--- config.mk ---
export PLATFORM = sky130hd
export DESIGN_NAME = morse_symbol_pair_decoder_core
export DESIGN_NICKNAME = d
export VERILOG_FILES = /design/src/sv/msdec_pkg.sv /design/src/sv/msdec_front.sv /design/src/sv/msdec_queue.sv /design/src/sv/msdec_back.sv /design/src/sv/morse_symbol_pair_decoder_core.sv
export SDC_FILE = /design/constraint.sdc
export NUM_CORES = 1
export LEC_CHECK = 0
export ABC_AREA = 0
export BUFFER_PORTS_ARGS = -buffer_cell sky130_fd_sc_hd__clkbuf_2
export CAP_MARGIN = 0
export CORE_ASPECT_RATIO = 1.4
export CORE_MARGIN = 2
export CORE_UTILIZATION = 65
export DETAILED_ROUTE_END_ITERATION = 10
export GPL_TIMING_DRIVEN = 0
export PLACE_DENSITY = 0.81
export SKIP_LAST_GASP = 1
export SYNTH_ARGS = -nofsm -noshare
export SYNTH_HDL_FRONTEND = slang
export SYNTH_SLANG_ARGS = --single-unit
--- constraint.sdc ---
create_clock -name clk -period 10.9 [get_ports clk]
set_clock_uncertainty 0.05 [all_clocks]
set_input_delay 1.09 -clock clk [delete_from_list [all_inputs] [get_ports clk]]
set_output_delay 1.09 -clock clk [all_outputs]
set_load 0.02 [all_outputs]
--- src/sv/msdec_pkg.sv ---
// Shared types, constants and the Morse code table for the symbol-pair decoder.
// No dependencies; imported by every module of the block.
package msdec_pkg;

  localparam int CODE_BITS = 12;
  localparam int CODE_SYMS = CODE_BITS / 2;
  localparam int SLOTS     = 4;
  localparam int Q_DEPTH   = 4;

  localparam logic [1:0] SYM_END   = 2'b00;
  localparam logic [1:0] SYM_DASH  = 2'b01;
  localparam logic [1:0] SYM_DOT   = 2'b10;
  localparam logic [1:0] SYM_SPACE = 2'b11;

  localparam logic [6:0] CH_SPACE = 7'h20;

  typedef logic [CODE_BITS-1:0]             code_t;
  typedef logic [$clog2(CODE_SYMS+1)-1:0]   scount_t;
  typedef logic [$clog2(Q_DEPTH)-1:0]       qptr_t;
  typedef logic [$clog2(Q_DEPTH+1)-1:0]     qcnt_t;

  typedef struct packed {
    logic [SLOTS-1:0]             space;
    logic [SLOTS-1:0]             term;
    logic [SLOTS-1:0][CODE_BITS-1:0] code;
  } sym_entry_t;

  typedef struct packed {
    logic       hit;
    logic [6:0] ch;
  } lookup_t;

  function automatic lookup_t code_lookup(input code_t code);
    lookup_t r;
    r.hit = 1'b1;
    r.ch  = 7'h00;
    case (code)
      12'h009: r.ch = 7'h41;
      12'h06A: r.ch = 7'h42;
      12'h066: r.ch = 7'h43;
      12'h01A: r.ch = 7'h44;
      12'h002: r.ch = 7'h45;
      12'h0A6: r.ch = 7'h46;
      12'h016: r.ch = 7'h47;
      12'h0AA: r.ch = 7'h48;
      12'h00A: r.ch = 7'h49;
      12'h095: r.ch = 7'h4A;
      12'h019: r.ch = 7'h4B;
      12'h09A: r.ch = 7'h4C;
      12'h005: r.ch = 7'h4D;
      12'h006: r.ch = 7'h4E;
      12'h015: r.ch = 7'h4F;
      12'h096: r.ch = 7'h50;
      12'h059: r.ch = 7'h51;
      12'h026: r.ch = 7'h52;
      12'h02A: r.ch = 7'h53;
      12'h001: r.ch = 7'h54;
      12'h029: r.ch = 7'h55;
      12'h0A9: r.ch = 7'h56;
      12'h025: r.ch = 7'h57;
      12'h069: r.ch = 7'h58;
      12'h065: r.ch = 7'h59;
      12'h05A: r.ch = 7'h5A;
      12'h155: r.ch = 7'h30;
      12'h255: r.ch = 7'h31;
      12'h295: r.ch = 7'h32;
      12'h2A5: r.ch = 7'h33;
      12'h2A9: r.ch = 7'h34;
      12'h2AA: r.ch = 7'h35;
      12'h1AA: r.ch = 7'h36;
      12'h16A: r.ch = 7'h37;
      12'h15A: r.ch = 7'h38;
      12'h156: r.ch = 7'h39;
      12'h999: r.ch = 7'h2E;
      12'h5A5: r.ch = 7'h2C;
      12'h9A6: r.ch = 7'h22;
      12'h956: r.ch = 7'h27;
      default: r.hit = 1'b0;
    endcase
    return r;
  endfunction

endpackage

--- src/sv/msdec_front.sv ---
// Front end: splits each byte into four symbols and runs the code accumulator.
// Depends on msdec_pkg.
module msdec_front (
  input  logic                  clk,
  input  logic                  rst_n,
  input  logic                  acc_en,
  input  logic [7:0]            code_byte,
  output msdec_pkg::sym_entry_t entry
);
  import msdec_pkg::*;

  code_t   acc_r, acc_nxt;
  scount_t cnt_r, cnt_nxt;

  always_comb begin
    logic [1:0] sym;
    acc_nxt = acc_r;
    cnt_nxt = cnt_r;
    entry   = '0;
    for (int j = 0; j < SLOTS; j++) begin
      sym = code_byte[7-2*j -: 2];
      entry.code[j] = acc_nxt;
      case (sym)
        SYM_DOT, SYM_DASH: begin
          if (cnt_nxt < scount_t'(CODE_SYMS)) begin
            acc_nxt = {acc_nxt[CODE_BITS-3:0], sym};
            cnt_nxt = cnt_nxt + scount_t'(1);
          end
        end
        SYM_END: begin
          entry.term[j] = 1'b1;
          acc_nxt = '0;
          cnt_nxt = '0;
        end
        default: begin
          entry.space[j] = 1'b1;
          acc_nxt = '0;
          cnt_nxt = '0;
        end
      endcase
    end
  end

  always_ff @(posedge clk) begin
    if (!rst_n) begin
      acc_r <= '0;
      cnt_r <= '0;
    end else if (acc_en) begin
      acc_r <= acc_nxt;
      cnt_r <= cnt_nxt;
    end
  end

endmodule

--- src/sv/msdec_queue.sv ---
// Short queue of symbol entries between front and back.
// Depends on msdec_pkg.
module msdec_queue (
  input  logic                  clk,
  input  logic                  rst_n,
  input  logic                  push,
  input  msdec_pkg::sym_entry_t push_data,
  input  logic                  pop,
  output msdec_pkg::sym_entry_t head,
  output logic                  empty,
  output logic                  full
);
  import msdec_pkg::*;

  sym_entry_t mem_r [Q_DEPTH];
  qptr_t      wr_ptr_r, rd_ptr_r;
  qcnt_t      cnt_r;

  assign empty = (cnt_r == '0);
  assign full  = (cnt_r == qcnt_t'(Q_DEPTH));
  assign head  = mem_r[rd_ptr_r];

  always_ff @(posedge clk) begin
    if (push) begin
      mem_r[wr_ptr_r] <= push_data;
    end
  end

  always_ff @(posedge clk) begin
    if (!rst_n) begin
      wr_ptr_r <= '0;
      rd_ptr_r <= '0;
      cnt_r    <= '0;
    end else begin
      if (push) begin
        wr_ptr_r <= wr_ptr_r + qptr_t'(1);
      end
      if (pop) begin
        rd_ptr_r <= rd_ptr_r + qptr_t'(1);
      end
      cnt_r <= cnt_r + qcnt_t'(push) - qcnt_t'(pop);
    end
  end

endmodule

--- src/sv/msdec_back.sv ---
// Back end: looks up the codes of one entry and sends its characters one per cycle while out_tready is high.
// Depends on msdec_pkg.
module msdec_back (
  input  logic                  clk,
  input  logic                  rst_n,
  input  msdec_pkg::sym_entry_t head,
  input  logic                  empty,
  output logic                  pop,
  output logic                  out_tvalid,
  input  logic                  out_tready,
  output logic [6:0]            out_char,
  output logic                  out_last
);
  import msdec_pkg::*;

  logic [SLOTS-1:0]      work_vld_r, work_vld_nxt;
  logic [SLOTS-1:0][6:0] work_ch_r, work_ch_nxt;
  logic                  ovld_r, ovld_nxt;
  logic [6:0]            och_r, och_nxt;
  logic                  olast_r, olast_nxt;

  logic [SLOTS-1:0]      new_vld;
  logic [SLOTS-1:0][6:0] new_ch;
  logic [SLOTS-1:0]      rem;
  logic [6:0]            sel_ch;
  logic                  emit_ok, emit;
  lookup_t               lk;

  always_comb begin
    for (int j = 0; j < SLOTS; j++) begin
      lk = code_lookup(head.code[j]);
      new_vld[j] = head.space[j] | (head.term[j] & lk.hit);
      new_ch[j]  = head.space[j] ? CH_SPACE : lk.ch;
    end
  end

  always_comb begin
    rem    = work_vld_r;
    sel_ch = work_ch_r[0];
    for (int j = SLOTS - 1; j >= 0; j--) begin
      if (work_vld_r[j]) begin
        sel_ch = work_ch_r[j];
        rem    = work_vld_r & ~(SLOTS'(1) << j);
      end
    end
  end

  assign emit_ok = !ovld_r || out_tready;
  assign emit    = emit_ok && (work_vld_r != '0);
  assign pop     = !empty && ((work_vld_r == '0) || (emit && (rem == '0)));

  always_comb begin
    work_vld_nxt = work_vld_r;
    work_ch_nxt  = work_ch_r;
    ovld_nxt     = ovld_r && !out_tready;
    och_nxt      = och_r;
    olast_nxt    = olast_r;
    if (emit) begin
      work_vld_nxt = rem;
      ovld_nxt     = 1'b1;
      och_nxt      = sel_ch;
      olast_nxt    = (rem == '0);
    end
    if (pop) begin
      work_vld_nxt = new_vld;
      work_ch_nxt  = new_ch;
    end
  end

  always_ff @(posedge clk) begin
    if (!rst_n) begin
      work_vld_r <= '0;
      ovld_r     <= 1'b0;
    end else begin
      work_vld_r <= work_vld_nxt;
      ovld_r     <= ovld_nxt;
    end
  end

  always_ff @(posedge clk) begin
    work_ch_r <= work_ch_nxt;
    och_r     <= och_nxt;
    olast_r   <= olast_nxt;
  end

  assign out_tvalid = ovld_r;
  assign out_char   = och_r;
  assign out_last   = olast_r;

endmodule

--- src/sv/morse_symbol_pair_decoder_core.sv ---
// Morse symbol-pair decoder top level: front end, four-entry queue, back end.
// A byte's entry goes from the queue into the back-end work registers, then its first
// character into the output register. Throughput: one byte per cycle while out_tready
// is high and a byte yields at most one character; else the single-character output register limits it.
// Reset: synchronous active-low rst_n clears accumulator, queue and output valid.
module morse_symbol_pair_decoder_core (
  input  logic       clk,
  input  logic       rst_n,
  input  logic       in_tvalid,
  output logic       in_tready,
  input  logic [7:0] in_tdata,   // [7:0] code_byte
  output logic       out_tvalid,
  input  logic       out_tready,
  output logic [7:0] out_tdata,  // [6:0] character, [7] zero
  output logic       out_tlast   // last_of_byte
);
  import msdec_pkg::*;

  sym_entry_t entry, head;
  logic       q_full, q_empty, q_pop, in_xfer;
  logic [6:0] out_char;

  assign in_tready = !q_full;
  assign in_xfer   = in_tvalid && in_tready;

  msdec_front u_front (
    .clk       (clk),
    .rst_n     (rst_n),
    .acc_en    (in_xfer),
    .code_byte (in_tdata),
    .entry     (entry)
  );

  msdec_queue u_queue (
    .clk       (clk),
    .rst_n     (rst_n),
    .push      (in_xfer),
    .push_data (entry),
    .pop       (q_pop),
    .head      (head),
    .empty     (q_empty),
    .full      (q_full)
  );

  msdec_back u_back (
    .clk        (clk),
    .rst_n      (rst_n),
    .head       (head),
    .empty      (q_empty),
    .pop        (q_pop),
    .out_tvalid (out_tvalid),
    .out_tready (out_tready),
    .out_char   (out_char),
    .out_last   (out_tlast)
  );

  assign out_tdata = {1'b0, out_char};

endmodule
==> flow_summary.toml, run 1 <==
[pwr]
power_leakage_nw = 5.60
p_per_area_nw_per_um2 = 246
finalPower_w = 0.00424
max-vdd-ir-drop_mv = 0.179

[clock_tree]
post_cts_buffers = 0
clk_path_buf_depth = 3
clk_pin_slew_worst_paths_ns = 0.06
tritoncts = "done"
numCtsBuffers = 27
holdBufCountCts = 0
ctsResizeCount = 0
clock_sinks = 289
clock_latency_ns = 0.53
h-tree-depth = 1
cts-root-buf = "clkbuf_16"

[cells_and_area]
fillers = 1604
area_delta_synth_final_pct = 8.62
nets = 1402
final_layout_size_suffix_gt1_frac = 0.121
diodes = 0

[global_routing]
grt_pass1_vias = 11700
grt_start_max_net_pins = 57
grt_pass1_wl_um = 66900
gr-usage-all-layers = 0.343
antenna_found_initial = 0
gr-total-overflow = 0

[setup_path]
cp_data_arrival_time_ns = 5.78
slowest_stage = "clkbuf_1"
crit_type = "input port to flip-flop"
r2r_end = "u_front.acc_r[6]$_SDFFE_PN0P_"
r2r_start = "u_front.cnt_r[0]$_SDFFE_PN0P_"
reg2reg_depth = 14
startpoint_type = "input port"
cp_cell_sequence = "clkbuf_2 > inv_1 > ha_1 > a21boi_0 > buf_1 > clkbuf_1 > o21a_1 > ha_1 > nor2b_1 > o31a_1 > o21ai_1 > clkbuf_1 > mux2i_1 > a22o_1"
worstPathRequired_ns = 11.33
r2r_slack_ns = 5.85
crit_fanout = 10
critPathCaptureType = "flip-flop"
max_stage_delay_ns = 0.63

[routing]
vias = 12000
routed_wl_um = 43600
drt_iter0_drc = 1422
final_antenna_net_count = 0
vias_per_cell = 7.08
drt_pass1_iterations = 7
routedWlPerCell_um = 25.6
drc = 0

[sta]
rsz0062_at_grt = "no"
fmax_mhz = 187
drv_slew = 0
period_needed_ns = 5.35
final.setup.tns_ns = 0
setup_viol = 0
hold_viol = 0
worst_pin_slew_ns = 1.41
max_slew_margin = 0.0525
period_share = 0.491

[floorplanning]
die_h_um = 189
coreArea_um2 = 24000
rows = 67
die_area_um2 = 25700
io_pins = 23
start_util = 0.661
fp.dieW_um = 136

[worst_hold_path]
hold_path.class = "flip-flop to flip-flop"
min-delay-start = "u_queue.wr_ptr_r[1]$_SDFFE_PN0P_"
hold_path_end = "u_queue.wr_ptr_r[1]$_SDFFE_PN0P_"
whs_path_depth = 2

[synth]
syn_area_per_cell_um2 = 12.0
netlist_area_um2 = 15900
synth_enable_flop_cells = 260
synth-seq-cells = 289
yosysSeqAreaShare = 0.529
syn_nets = 1353
yosys_warnings = 0
syn_inst = 1322
synth.distinct_cells = 94
synth_ff_type = "edfxtp_1"
ys_async_sr_fraction = 0

[placed_design]
portBuffers = 20
hpwl_um = 30000
place_congestion = 0.990

[job]
cap_violations = 0

[status]
outcome = "finished, final reports clean"
-- cells by family (layout without fill, tap and decap cells) --
logic type               after synthesis  in the layout  synth area share
other                                  1              1          0.000236
buffers and inverters                116            185            0.0354
multiplexers                          88             88             0.102
AO/OA/AOI/OAI                        303            303             0.125
AND/OR/NAND/NOR                      493            493             0.185
flip-flops                           289            289             0.529
adder cells (fa/ha/maj)               20             20            0.0161
XOR/XNOR                              12             12           0.00663
-- cell usage after synthesis, types with 19 or more instances --
cell type / number / area [µm²]
a21oi_1: 68 / 340
clkbuf_1: 45 / 169
dfxtp_1: 29 / 581
edfxtp_1: 260 / 7810
inv_1: 33 / 124
mux2i_1: 31 / 310
mux4_2: 45 / 1010
nand2_1: 86 / 323
nand3_1: 33 / 165
nor2_1: 99 / 372
nor2b_1: 33 / 206
nor3_1: 37 / 185
nor3b_1: 30 / 225
o21ai_0: 69 / 345
o22ai_1: 19 / 119
-- per-stage QoR --
| stage | setup WS [ns] | instance area, µm² | hold slack (ns) | instances | util |
|---|---|---|---|---|---|
| 5_1_grt | 5.39 | 17200 | 0.532 | 1701 | 0.718 |
| 2_1_floorplan | 6.33 | 15900 | 0.426 | 1322 | - |
| 3_3_place_gp | 5.36 | 16300 | 0.439 | 1652 | 0.682 |
| 6_report | 5.55 | 17200 | 0.514 | 1701 | 0.718 |
| 4_1_cts | 5.68 | 17200 | 0.513 | 1701 | 0.718 |
| 3_5_place_dp | 5.21 | 16400 | 0.503 | 1652 | 0.683 |
-- area by class of cell --
class                      count  area (µm²)  share of cell area
timing repair buffer          20         100             0.00581
multi-input combinational    917        6930               0.403
sequential                   289        8390               0.487
buffer                        82         434              0.0252
clock inverter                12         119             0.00690
inverter                      34         128             0.00741
clock buffer                  37         733              0.0426
tap                          310         388              0.0225
-- per-layer routing --
layer / global-route usage / wire, µm / up-vias / part of all wire
met5: 0 / 0 / - / 0
met2: 0.587 / 21900 / 801 / 0.50
met1: 0.440 / 16200 / 5767 / 0.37
li1: - / - / 5301 / -
met4: 0.142 / 2140 / 0 / 0.049
met3: 0.0447 / 3340 / 180 / 0.077
-- worst max-delay path by stage --
| stage | startpoint | end | slack, ns |
|---|---|---|---|
| detailed placement | in_tdata[6] | u_front.acc_r[10]$_SDFFE_PN0P_ | 5.21 |
| finish | in_tdata[6] | u_front.acc_r[6]$_SDFFE_PN0P_ | 5.55 |
| global route | in_tdata[6] | u_front.acc_r[6]$_SDFFE_PN0P_ | 5.39 |
| global placement | in_tdata[6] | u_front.acc_r[10]$_SDFFE_PN0P_ | 5.36 |
| CTS | in_tdata[6] | u_front.acc_r[10]$_SDFFE_PN0P_ | 5.68 |
| floorplan | in_tdata[6] | u_front.acc_r[10]$_SDFFE_PN0P_ | 6.33 |
-- sequential cells by signal, summed over array words and instances (netlist names), named ones only --
signal / count
u_queue.mem_r: 224
u_back.work_ch_r: 28
u_front.acc_r: 12
u_back.out_char: 7
u_back.work_vld_r: 4
u_front.cnt_r: 3
u_queue.cnt_r: 3
u_queue.rd_ptr_r: 2
u_queue.wr_ptr_r: 2
u_back.out_last: 1
u_back.out_tvalid: 1
-- report_power, final --
part           leakage, nW  internal, W  total, W  switching [W]
Clock                0.416     0.000520  0.000917       0.000397
Combinational         2.52     0.000639   0.00180        0.00117
Sequential            2.67      0.00145   0.00152      0.0000725
Total                 5.60      0.00260   0.00424        0.00163
-- cells in the final DEF (no fill, tap or decap), types with 11 or more instances in the layout --
cell type  count
clkbuf_1      53
nand4_1       12
buf_2         17
nand4bb_1     11
o22ai_1       19
o21a_1        11
mux2i_1       31
nor3b_1       30
nor2_1        98
nor4bb_1      18
mux4_1        11
clkbuf_16     27
edfxtp_1     260
nor4_1        12
nor3_1        37
mux4_2        45
a21boi_0      17
nand2_1       86
nor2b_1       33
nand2b_1      14
clkbuf_2      21
nand3_1       33
a22o_1        11
or4bb_1       12
and2_1        16
ha_1          18
a21oi_1       68
inv_1         33
o21ai_0       69
dfxtp_1       29
-- critical path, delay by kind of cell --
kind            cells  cell delay, ns
buf+inv             5            1.94
fa+ha+maj           2            0.69
mux                 1            0.42
compound gates      5            1.47
simple gates        1            0.16
Note: power is estimated with default switching activity, not from simulation.
==> run 2, diff against run 1 <==
--- a/config.mk
+++ b/config.mk
@@ -5,15 +5,15 @@
 export SDC_FILE = /design/constraint.sdc
 export NUM_CORES = 1
 export LEC_CHECK = 0
-export ABC_AREA = 0
+export ABC_AREA = 1
 export BUFFER_PORTS_ARGS = -buffer_cell sky130_fd_sc_hd__clkbuf_2
 export CAP_MARGIN = 0
 export CORE_ASPECT_RATIO = 1.4
 export CORE_MARGIN = 2
-export CORE_UTILIZATION = 65
+export CORE_UTILIZATION = 58
 export DETAILED_ROUTE_END_ITERATION = 10
 export GPL_TIMING_DRIVEN = 0
-export PLACE_DENSITY = 0.81
+export PLACE_DENSITY = 0.76
 export SKIP_LAST_GASP = 1
 export SYNTH_ARGS = -nofsm -noshare
 export SYNTH_HDL_FRONTEND = slang
==> constraint.sdc (replaced) <==
create_clock -name clk -period 4.5 [get_ports clk]
set_clock_uncertainty 0.05 [all_clocks]
set_input_delay 0.45 -clock clk [delete_from_list [all_inputs] [get_ports clk]]
set_output_delay 0.45 -clock clk [all_outputs]
set_load 0.02 [all_outputs]
==> run 2 against run 1 <==
  * Register-to-register slack lost 4.9 ns
  * Combinational power grew to 2.6 times the previous value
  * Via count is 25% higher
  * Critical path type is now flip-flop to flip-flop
  * Clock power rose to 2.7 times the previous value
  * Design area up 6.6%
  * Wire length is 14% higher
  * Sequential share of layout area down 3.0 points
  * Power grew to 2.5 times the previous value
  * Setup slack got worse by 4.6 ns
  * Synthesized cell count increased by 58%
  * Largest cell class unchanged
  * Global-route usage fell by 1.1 points
==> flow_summary.toml, run 2 <==
[synth]
synth.most_common_cell = "nand2_1"
syn_inst = 2087
synth_top_area_share = 0.470
yosysTopAreaCell = "edfxtp_1"
synth.distinct_cells = 47
ys_async_sr_fraction = 0
synthTopCellsByArea = "edfxtp_1, nand2_1, nand3_1, nor2_1, dfxtp_1"
synth_enable_flop_cells = 260
yosysSeqAreaShare = 0.505
synth_commonest_cells = "nand2_1, nand3_1, edfxtp_1, nor2_1, inv_1"
yosys_warnings = 0
netlist_area_um2 = 16600
synth-seq-cells = 289
syn_area_per_cell_um2 = 7.96
syn_nets = 2118
synth_ff_type = "edfxtp_1"

[clock_tree]
cts-root-buf = "clkbuf_16"
tritoncts = "done"
clk_path_buf_depth = 3
clock_sinks = 289
clock_latency_ns = 0.58
post_cts_buffers = 0
holdBufCountCts = 0
ctsResizeCount = 0
numCtsBuffers = 28
h-tree-depth = 1
clk_pin_slew_worst_paths_ns = 0.06

[global_routing]
grt_pass1_wl_um = 76200
grt_start_max_net_pins = 37
gr-total-overflow = 0
gr-usage-all-layers = 0.332
antenna_found_initial = 0
grt_pass1_vias = 13900

[sta]
setup_viol = 0
max_slew_margin = 0.386
fmax_mhz = 279
drv_slew = 0
final.setup.tns_ns = 0
period_needed_ns = 3.58
period_share = 0.795
worst_pin_slew_ns = 0.921
rsz0062_at_grt = "no"
hold_viol = 0

[setup_path]
critPathCaptureType = "flip-flop"
r2r_start = "u_back.work_vld_r[0]$_SDFFE_PN0P_"
critical_path.startpoint = "u_back.work_vld_r[0]$_SDFFE_PN0P_"
cp_cell_sequence = "clkbuf_1 > nor2_4 > inv_1 > nor2_1 > inv_1 > a221oi_2 > nand2_1 > nand2_1 > o31ai_1 > inv_2 > ha_1 > inv_1 > ha_1 > fa_1 > xnor2_1 > nor2_1"
crit_type = "flip-flop to flip-flop"
crit_path_frequent_cell = "inv_1"
crit_end = "u_queue.cnt_r[2]$_SDFF_PN0_"
startpoint_type = "flip-flop"
slowest_stage = "inv_2"
r2r_end = "u_queue.cnt_r[2]$_SDFF_PN0_"
worstPathRequired_ns = 4.89
reg2reg_depth = 16
max_stage_delay_ns = 0.57
r2r_slack_ns = 0.92
cp_data_arrival_time_ns = 3.97
crit_fanout = 36

[cells_and_area]
final_cells = 2543
seq_area_um2 = 8390
top_register = "u_queue.mem_r"
fin_util = 0.648
largest_reg_flops = 224
area_delta_synth_final_pct = 10.6
fillers = 2395
largestRegisters = "u_queue.mem_r x224, u_back.work_ch_r x28, u_front.acc_r x12"
finalInstanceArea_um2 = 18400
nets = 2177
final_common_cell = "nand2_1"
diodes = 0
multiInputGateArea_um2 = 7210
final_layout_size_suffix_gt1_frac = 0.0895
final_cell_mix = "nand2_1, nand3_1, edfxtp_1"

[floorplanning]
io_pins = 23
rows = 73
fp.dieW_um = 147
die_area_um2 = 30000
start_util = 0.586
coreArea_um2 = 28300
die_h_um = 204

[status]
outcome = "finished, final reports clean"

[pwr]
p_per_area_nw_per_um2 = 587
power_switching_w = 0.00465
max-vdd-ir-drop_mv = 0.415
p_int_w = 0.00612
finalPower_w = 0.0108
power_leakage_nw = 8.03
power_frac_comb = 0.434
swShare = 0.432
seqPwrFrac = 0.335
power_frac_clock = 0.230

[routing]
final_antenna_net_count = 0
routed_wl_um = 49700
drt_iter0_drc = 1391
vias = 15000
vias_per_cell = 5.91
drc = 0
drt_pass1_iterations = 5
routedWlPerCell_um = 19.5

[worst_hold_path]
min-delay-start = "rst_n"
whs_path_depth = 3
hold_path.class = "input port to flip-flop"

[placed_design]
dp.cells = 2491
place_area_um2 = 17400
place_congestion = 0.950
hpwl_um = 37400
portBuffers = 21

[job]
cap_violations = 0
## run 2: layout make-up
cell class,instances,share of cell area
sequential,289,0.457
multi-input combinational,1574,0.393
clock buffer,40,0.0439
inverter,141,0.0288
buffer,83,0.0274
tap,375,0.0256
timing repair buffer,29,0.0144
clock inverter,12,0.0100
## run 2: cells by family (layout without fill, tap and decap cells)
family / after synthesis / count (layout) / synth area share
compound gates: 185 / 185 / 0.0684
buf+inv: 224 / 305 / 0.0622
xor+xnor: 2 / 2 / 0.00106
flops: 289 / 289 / 0.505
simple gates: 1367 / 1367 / 0.348
other cells: 1 / 1 / 0.000226
fa+ha+maj: 19 / 19 / 0.0148
## run 2: stage by stage
step / hold WS [ns] / setup slack (ns)
after global placement: 0.406 / -1.63
final: 0.146 / 0.921
after detailed placement: 0.423 / 0.939
after CTS: 0.136 / 0.902
after floorplan: 0.386 / 0.604
after global routing: 0.163 / 0.560
## run 2: layer usage
layer / vias to the layer above / track usage / wire (µm)
met5: - / 0 / 0
met4: 0 / 0.176 / 3000
met3: 166 / 0.0424 / 3940
met2: 723 / 0.580 / 24400
met1: 6981 / 0.401 / 18300
li1: 7166 / - / -
## run 2: worst min-delay path by stage
stage | end | slack, ns
after floorplan | flip-flop | 0.39
final | u_front.acc_r[4]$_SDFFE_PN0P_ | 0.15
after detailed placement | flip-flop | 0.42
after global routing | u_front.acc_r[4]$_SDFFE_PN0P_ | 0.16
after global placement | u_queue.rd_ptr_r[0]$_SDFFE_PN0P_ | 0.41
after CTS | u_front.acc_r[4]$_SDFFE_PN0P_ | 0.14
## run 2: worst max-delay path: cells and delay by family, from the launching register on
kind,cells,cell delay (ns)
xor gates and xnor gates,1,0.17
adders and majority gates,3,0.84
and+or+nand+nor,5,0.61
AOI/OAI and AO/OA,2,0.44
buffers and inverters,5,1.03
DFF,1,0.30
## run 2: power groups by stage
stage / clock network [W] / registers, W / logic [W]
4_1_cts: 0.00249 / 0.00361 / 0.00460
3_3_place_gp: 0 / 0.00369 / 0.00445
2_1_floorplan: 0 / 0.00366 / 0.00310
3_5_place_dp: 0 / 0.00367 / 0.00458
6_report: 0.00248 / 0.00361 / 0.00468
5_1_grt: 0.00260 / 0.00364 / 0.00512
